[src/utf8d_pkg.sv]
// Package for the UTF-8 stream decoder: item types, held-sequence state,
// decode result and Unicode constants. No dependencies.
`default_nettype none

package utf8d_pkg;

  localparam int unsigned CpWidth = 21;

  localparam logic [CpWidth-1:0] Replacement = 21'h00FFFD;
  localparam logic [CpWidth-1:0] MaxScalar   = 21'h10FFFF;
  localparam logic [CpWidth-1:0] SurrLow     = 21'h00D800;
  localparam logic [CpWidth-1:0] SurrHigh    = 21'h00DFFF;
  localparam logic [CpWidth-1:0] Min2        = 21'h000080;
  localparam logic [CpWidth-1:0] Min3        = 21'h000800;
  localparam logic [CpWidth-1:0] Min4        = 21'h010000;

  localparam logic [2:0] Len2 = 3'd2;
  localparam logic [2:0] Len3 = 3'd3;
  localparam logic [2:0] Len4 = 3'd4;

  // One input item: raw byte plus end-of-string flag.
  typedef struct packed {
    logic [7:0] data_byte;
    logic       end_of_string;
  } in_item_t;

  // One result item.
  typedef struct packed {
    logic [CpWidth-1:0] code_point;
    logic               last_of_run;
  } out_item_t;

  // Partial multi-byte sequence carried between items.
  typedef struct packed {
    logic [2:0]         exp_len;
    logic [1:0]         held;
    logic [CpWidth-1:0] value;
  } seq_state_t;

  // Results caused by one item: all are U+FFFD except possibly the last.
  typedef struct packed {
    logic [2:0]         count;
    logic [CpWidth-1:0] last_cp;
  } dec_res_t;

endpackage

`default_nettype wire

[src/utf8_stream_decoder.sv]
// Top level of the UTF-8 stream decoder: held-sequence state, result register
// and drain counter. Depends on utf8d_pkg and utf8d_decode.
//
//   channel | direction | payload               | handshake
//   --------+-----------+-----------------------+----------------------------
//   in      | input     | utf8d_pkg::in_item_t  | in_valid_i / in_ready_o
//   out     | output    | utf8d_pkg::out_item_t | out_valid_o / out_ready_i
//
// An item is decoded in the cycle it is accepted; its results appear in the
// cycle after, from the result register, one result per cycle while
// out_ready_i is high. An item with zero or one result thus sustains a byte
// a cycle. An item with n results (up to four) holds in_ready_o low while
// the result register drains all but the last; the drain counter sets this.
// Reset closes any open sequence and drops pending results; no clearing pass.
// Output stalls hold the result register; input is taken again as soon as
// the last pending result leaves in the same cycle.
`default_nettype none

module utf8_stream_decoder (
  input  wire logic                 clk_i,
  input  wire logic                 rst_ni,
  input  wire logic                 in_valid_i,
  output logic                      in_ready_o,
  input  wire utf8d_pkg::in_item_t  in_item_i,
  output logic                      out_valid_o,
  input  wire logic                 out_ready_i,
  output utf8d_pkg::out_item_t      out_item_o
);

  utf8d_pkg::seq_state_t         state_q, state_d;
  utf8d_pkg::dec_res_t           dec_res;
  logic [2:0]                    count_q, count_d;
  logic [utf8d_pkg::CpWidth-1:0] cp_q, cp_d;
  logic                          in_fire;
  logic                          out_fire;

  utf8d_decode u_decode (
    .item_i  (in_item_i),
    .state_i (state_q),
    .state_o (state_d),
    .res_o   (dec_res)
  );

  // Take a new item once the pending results are gone or the last one leaves now.
  assign in_ready_o  = (count_q == 3'd0) || ((count_q == 3'd1) && out_ready_i);
  assign in_fire     = in_valid_i && in_ready_o;
  assign out_valid_o = (count_q != 3'd0);
  assign out_fire    = out_valid_o && out_ready_i;

  // Every result but the last of a run is a replacement character.
  assign out_item_o.code_point  = (count_q == 3'd1) ? cp_q : utf8d_pkg::Replacement;
  assign out_item_o.last_of_run = (count_q == 3'd1);

  always_comb begin
    count_d = count_q;
    cp_d    = cp_q;
    if (in_fire) begin
      // Load the results of the new item.
      count_d = dec_res.count;
      cp_d    = dec_res.last_cp;
    end else if (out_fire) begin
      // Advance to the next pending result.
      count_d = count_q - 3'd1;
    end
  end

  always_ff @(posedge clk_i or negedge rst_ni) begin
    if (!rst_ni) begin
      state_q <= '0;
      count_q <= 3'd0;
    end else begin
      if (in_fire) begin
        state_q <= state_d;
      end
      count_q <= count_d;
    end
  end

  // Payload register: no reset.
  always_ff @(posedge clk_i) begin
    cp_q <= cp_d;
  end

endmodule

`default_nettype wire

[src/utf8d_decode.sv]
// Combinational single-byte decode step for the UTF-8 stream decoder.
// Depends on utf8d_pkg.
`default_nettype none

module utf8d_decode (
  input  wire utf8d_pkg::in_item_t   item_i,
  input  wire utf8d_pkg::seq_state_t state_i,
  output utf8d_pkg::seq_state_t      state_o,
  output utf8d_pkg::dec_res_t        res_o
);

  localparam utf8d_pkg::seq_state_t Closed = '0;

  logic [7:0]                      b;
  logic                            eos;
  logic                            seq_open;
  logic                            is_cont;
  logic                            lead_n;
  logic [utf8d_pkg::CpWidth-1:0]   lead_cp;
  utf8d_pkg::seq_state_t           lead_state;
  logic [utf8d_pkg::CpWidth-1:0]   acc;
  logic [2:0]                      held_inc;
  logic [utf8d_pkg::CpWidth-1:0]   minimum;
  logic                            bad_value;

  assign b   = item_i.data_byte;
  assign eos = item_i.end_of_string;

  assign seq_open = (state_i.exp_len >= utf8d_pkg::Len2) &&
                    (state_i.exp_len <= utf8d_pkg::Len4) &&
                    (state_i.held != 2'd0) &&
                    ({1'b0, state_i.held} < state_i.exp_len);
  assign is_cont  = (b[7:6] == 2'b10);

  // Treat the byte as a lead.
  always_comb begin
    lead_n     = 1'b1;
    lead_cp    = utf8d_pkg::Replacement;
    lead_state = Closed;
    priority casez (b)
      8'b0???????: begin
        lead_cp = {13'd0, b};
      end
      8'b110?????: begin
        lead_n     = eos;
        lead_state = eos ? Closed : '{utf8d_pkg::Len2, 2'd1, {16'd0, b[4:0]}};
      end
      8'b1110????: begin
        lead_n     = eos;
        lead_state = eos ? Closed : '{utf8d_pkg::Len3, 2'd1, {17'd0, b[3:0]}};
      end
      8'b11110???: begin
        lead_n     = eos;
        lead_state = eos ? Closed : '{utf8d_pkg::Len4, 2'd1, {18'd0, b[2:0]}};
      end
      default: begin
        lead_n = 1'b1;
      end
    endcase
  end

  assign acc      = {state_i.value[utf8d_pkg::CpWidth-7:0], b[5:0]};
  assign held_inc = {1'b0, state_i.held} + 3'd1;

  always_comb begin
    unique case (state_i.exp_len)
      utf8d_pkg::Len2: minimum = utf8d_pkg::Min2;
      utf8d_pkg::Len3: minimum = utf8d_pkg::Min3;
      default:         minimum = utf8d_pkg::Min4;
    endcase
  end

  assign bad_value = (acc < minimum) || (acc > utf8d_pkg::MaxScalar) ||
                     ((acc >= utf8d_pkg::SurrLow) && (acc <= utf8d_pkg::SurrHigh));

  always_comb begin
    state_o       = Closed;
    res_o.count   = 3'd0;
    res_o.last_cp = utf8d_pkg::Replacement;
    if (!seq_open) begin
      state_o       = lead_state;
      res_o.count   = {2'd0, lead_n};
      res_o.last_cp = lead_cp;
    end else if (!is_cont) begin
      // Reject every held byte, then decode this byte again as a lead.
      state_o       = lead_state;
      res_o.count   = {1'b0, state_i.held} + {2'd0, lead_n};
      res_o.last_cp = lead_n ? lead_cp : utf8d_pkg::Replacement;
    end else if (held_inc == state_i.exp_len) begin
      res_o.count   = bad_value ? state_i.exp_len : 3'd1;
      res_o.last_cp = bad_value ? utf8d_pkg::Replacement : acc;
    end else if (eos) begin
      res_o.count = held_inc;
    end else begin
      state_o = '{state_i.exp_len, held_inc[1:0], acc};
    end
  end

endmodule

`default_nettype wire

[config.mk]
export PLATFORM = sky130hd
export DESIGN_NAME = utf8_stream_decoder
export DESIGN_NICKNAME = d
export VERILOG_FILES = /design/src/utf8d_pkg.sv /design/src/utf8_stream_decoder.sv /design/src/utf8d_decode.sv
export SDC_FILE = /design/constraint.sdc
export NUM_CORES = 1
export LEC_CHECK = 0
export CORE_UTILIZATION = 52
export DETAILED_ROUTE_END_ITERATION = 16
export DONT_BUFFER_PORTS = 1
export PLACE_DENSITY = 0.79
export SETUP_SLACK_MARGIN = 0.4
export SLEW_MARGIN = 20
export SYNTH_ARGS = -nofsm -noshare
export SYNTH_HDL_FRONTEND = slang
export SYNTH_SLANG_ARGS = --single-unit
[constraint.sdc]
create_clock -name clk_i -period 6.6 [get_ports clk_i]
set_input_delay 1.32 -clock clk_i [delete_from_list [all_inputs] [get_ports clk_i]]
set_output_delay 1.32 -clock clk_i [all_outputs]
set_load 0.01 [all_outputs]
# ---- Word-level counts from Yosys, hierarchy flattened
# Index checks and enable logic that the tools add are counted.
dict set report op_classes {
  addsub 3
  order_cmp 7
  n_eq_ne 9
  mux 22
  reduce_logical 16
}
# operator n
set ops {}
lappend ops {{26-bit two-way mux} 5}
lappend ops {{26-bit one-hot mux with 3 select lines} 1}
lappend ops {{21-bit two-way mux} 3}
lappend ops {{25-bit two-way mux} 2}
lappend ops {{24-bit two-way mux} 2}
lappend ops {{17-bit one-hot mux with 2 select lines} 1}
lappend ops {{16-bit two-way mux} 2}
lappend ops {{21-bit by 16-bit greater-or-equal comparator with 1-bit output, second input constant} 1}
lappend ops {{21-bit greater-than comparator, second input constant} 1}
lappend ops {{21-bit by 16-bit less-or-equal comparator with 1-bit output, second input constant} 1}
lappend ops {{21-bit by 17-bit less-than comparator with 1-bit output} 1}
lappend ops {{3-bit two-way mux} 5}
lappend ops {{1-bit logical AND} 7}
lappend ops {{3-bit by 2-bit == test with 1-bit output, second input constant} 2}
lappend ops {{5-bit == test, second input constant} 1}
lappend ops {{4-bit == test, second input constant} 1}
lappend ops {{4-bit inequality test, second input constant} 1}
lappend ops {{2-bit nonzero test} 2}
lappend ops {{2-bit by 1-bit adder with 3-bit output} 1}
lappend ops {{2-bit by 1-bit adder with 3-bit output, second input constant} 1}
lappend ops {{3-bit by 1-bit == test with 1-bit output, second input constant} 1}
lappend ops {{3-bit == test} 1}
lappend ops {{3-bit == test, second input constant} 1}
lappend ops {{3-bit by 2-bit greater-or-equal comparator with 1-bit output, second input constant} 1}
lappend ops {{other kinds (10)} 12}
dict set report word_totals {
  regBits 44
  in_bits 13
  output_inout_bits 24
  wordCells 62
}

# ---- Logic depth before layout (Yosys ltp)
dict set report depth {
  word_depth 10
  mapped_depth 10
  mapped_depth_nobuf 9
}

# ---- Modules after synthesis
# From an unflattened synthesis, not the netlist that was laid out.
dict set report unflattened {
  hier_cells 255
  area_unflattened_um2 2976.6
}
# mod instances cells_per_inst area_each_um2 seq_area_each_um2
set modules_own_cells {}
lappend modules_own_cells {utf8_stream_decoder 1 128 2090.8 1356.3}
lappend modules_own_cells {utf8d_decode 1 127 885.8 0.0}

# ---- Worst setup path after synthesis
# Ideal clock, no wire load.
dict set report synth_timing {
  kind {in2reg}
  startpoint {input in_item_i[8] (netlist name)}
  endpoint {register count_q[1]}
  arrival_time_ns 3.137
  required_ns 6.520
  setup_slack_ns 3.383
  cell_stages 9
  n_path_buf 1
  path_cell_list {buf_2 -> nand2_1 -> a311oi_1 -> inv_1 -> ha_1 -> ha_1 -> nor2_1 -> or4_4 -> o211ai_2}
}
dict set report synth_via {
  elab_chain_cells 7
  elab_cells_between_ends 10
}
# item line_no
set synth_rtl {}
lappend synth_rtl {{start, declared} utf8_stream_decoder.sv:24} ;# input wire utf8d_pkg::in_item_t in_item_i,
lappend synth_rtl {{5-bit == test (tied with other cells)} utf8d_decode.sv:40} ;# priority casez (b)
lappend synth_rtl {{3-bit OR reduction (no source line)} -}
lappend synth_rtl {{1-bit two-way mux} utf8d_decode.sv:40}
lappend synth_rtl {{2-bit by 1-bit adder with 3-bit output} utf8d_decode.sv:87} ;# res_o.count = {1'b0, state_i.held} + {2'd0, lead_n};
lappend synth_rtl {{24-bit two-way mux *} utf8d_decode.sv:84} ;# end else if (!is_cont) begin
lappend synth_rtl {{24-bit two-way mux *} utf8d_decode.sv:80} ;# if (!seq_open) begin
lappend synth_rtl {{3-bit two-way mux *} utf8_stream_decoder.sv:57} ;# if (in_fire) begin
lappend synth_rtl {{end signal, assigned} utf8_stream_decoder.sv:75} ;# count_q <= count_d;
lappend synth_rtl {{end, declared} utf8_stream_decoder.sv:32} ;# logic [2:0] count_q, count_d;
# Mark *: on every way between the ends. The rest lies on a longest branch, timed or not.
# A chain may end at the register's enable or synchronous reset.

# ---- Final worst setup path
# Same ends and word-level chain as after synthesis.

==> results.toml <==
[run_status]
outcome = "completed"

[cts]
cts_root_cell = "clkbuf_8"
cts_made_buffers = 5
number_of_h_tree_levels = 2
clk_transition_reported_paths_ps = 80
cts.sinks = 44
cts.repair.resized = 0
postCtsHoldBufs = 0
ctsLongestPathBuffers = 2
cts_setup_buffers = 0
clk_latency_ps = 290
tritoncts_clock_tree = "yes"

[place]
gp_congestion = 0.917
dp_hpwl_um = 3360
preCtsSetupSlack_ps = 3260
post-place-cells = 295
io_buffer_count = 0

[critical_path]
timing.critical_path.mode_cell = "ha_1"
r2r_slack_ps = 3760
path_max_fanout = 20
worst-path-buf-inv = 1
worst_ep_required_time_ps = 6820
crit_chain = "nand2_1 > a311oi_1 > inv_1 > ha_1 > ha_1 > nor2_1 > or4_4 > o211ai_2"
path_delay_family = "compound AO/OA/AOI/OAI gates"
worst-endpoint-arrival_ps = 3260
worst_setup_path_end_kind = "flip-flop"
worst_setup_path_start_kind = "input port"
worstSetupPathType = "input port to flip-flop"
critical_path.slowest_cell = "a311oi_1"
critical-path-max-stage-delay_ps = 570

[logic_synthesis]
synth_seq_cells = 44
async_sr_flop_fraction_pct = 52.3
postSynthAreaPerCell_um2 = 10.1
synth_cells = 251
distinct_cell_type_count_after_synthesis = 52
synth-warning-count = 0
yosysSeqAreaShare_pct = 47.6
post_synth_instance_area_um2 = 2540
synth-main-ff-cell = "dfrtp_1"
number_of_enable_flip_flop_cells_after_synthesis = 21
synth_fp_nets = 275

[grt]
grt_pass1_wl_um = 7850
grt_pass1_vias = 1690
number_of_antenna_violations_at_the_first_check_in_global_routing = 0
grt_max_degree = 45
globalRouteOverflowTotal = 0
globalRouteTotalUtil_pct = 19.8

[power]
power.share.switching_pct = 36.6
power.total_w = 0.000904
power_leakage_nw = 1.07
ir_drop_mv = 0.197
fraction_of_power_consumed_by_the_clock_network_pct = 22.5
pwr_density_cell_nw_per_um2 = 339
share_of_power_burned_in_combinational_logic_pct = 36.4
p_int_w = 0.000573
p_sw_w = 0.000331
seqPwrFrac_pct = 41.1

[floorplan]
initial_core_util_pct = 54.1
fp.dieW_um = 71.8
design.die.area_um2 = 5160
floorplan.io_pins = 37
die_h_um = 71.8
core_um2 = 4690
rows = 25

[drt]
drc = 0
post_drt_wl_per_cell_um = 15.6
totalWireLength_um = 4740
antenna_left = 0
avgViaCountPerCell = 5.95
dr.first_iter.drc_count = 158
via_count = 1803
drt_pre_antenna_iters = 4

[sta]
final_critical_path_setup_slack_ps = 3560
slew_viols_final = 0
rsz0062_at_grt = "false"
clock_period_minus_worst_slack_ps = 3040
worst-slew-pin-transition_ps = 862
timing.slew.headroom_pct = 42.3
final_total_negative_setup_slack_ps = 0
hold_viol = 0
fmaxAchievable_ghz = 0.329
finClkSkew_ps = 10.0
fin_crit_sh_pct = 46.1
setup_viol_count_final = 0

[hold_path]
hp-class = "flip-flop to flip-flop"

[finish]
num_antenna_cells = 0
most-common-layout-cells = "nand2_1 (25), dfrtp_1 (23), edfxtp_1 (21)"
area_growth_synth_to_finish_pct = 5.03
final_layout_size_suffix_gt1_share_pct = 9.64
finish.net_count = 272
final_core_util_pct = 56.8
final_common_cell = "nand2_1"
finalNonFillerCells = 303

[flow_run]
drv_cap = 0
state kept, by name, summed over array words and instances (netlist names):
register  cells
count_q       3
state_q      20
cp_q         21
final timing paths:
check	from	to	cells after the start
min in group asynchronous	rst_ni	state_q[22]	0
worst min-delay path	count_q[1]	count_q[1]	2
worst max register to register	count_q[0]	count_q[1]	8
max in group asynchronous	rst_ni	state_q[0]	0
worst min register to register	count_q[1]	count_q[1]	2
worst max-delay path	in_item_i[8]	count_q[1]	8
metrics by stage:
stage               instance area, um^2  hold WS [ps]
floorplan                          2540           472
global placement                   2550           516
detailed placement                 2550           518
CTS                                2660           537
global route                       2660           579
finish                             2660           540
cell usage after synthesis, types with 4 or more instances:
master,count,area share [%]
a21o_1,8,2.4
a21oi_1,4,0.79
and2_1,7,1.7
clkbuf_1,6,0.89
dfrtp_1,23,23
edfxtp_1,21,25
ha_1,11,5.4
inv_1,12,1.8
nand2_1,25,3.7
nand2b_1,19,4.7
nand3_1,14,2.8
nor2_1,16,2.4
nor2b_1,4,0.99
nor3_1,7,1.4
o21a_1,9,2.7
o21ai_0,14,2.8
tightest hold or removal path, stage by stage (launching register included):
cell	delay [ps]
dfrtp_1	350
a31oi_1	100
o211ai_2	60
cells by family (layout without fill, tap and decap cells):
logic type	after synthesis	count (layout)	share of synthesized area (%)
buf+inv	24	22	4.24
simple gates	113	113	25.4
mux	3	3	1.28
compound gates	54	54	15.4
fa+ha+maj	11	11	5.43
flops	44	44	47.6
xor+xnor	2	2	0.691
metal layers:
layer / global-route usage (%) / up-vias / share of wire, %
met2: 30.7 / 48 / 47
li1: - / 892 / -
met1: 27.4 / 857 / 48
met3: 4.22 / 6 / 3.5
met5: 0 / - / 0
met4: 7.41 / 0 / 1.2
power by group through the flow:
stage / clock [W] / sequential (W) / combinational, W
2_1_floorplan: 0 / 0.000370 / 0.000279
3_3_place_gp: 0 / 0.000377 / 0.000322
3_5_place_dp: 0 / 0.000378 / 0.000331
4_1_cts: 0.000206 / 0.000372 / 0.000332
5_1_grt: 0.000216 / 0.000378 / 0.000372
6_report: 0.000203 / 0.000372 / 0.000329
cell type report:
type	instances	area (um^2)
fillers	410	2030
multi-input cells	183	1220
flip-flops and latches	44	1210
clock buffers	5	68.8
well taps	54	67.6
inverters	13	48.8
clock inverters	3	42.5
repair buffers	1	7.51
No activity file was read; power rests on OpenSTA's default activity.
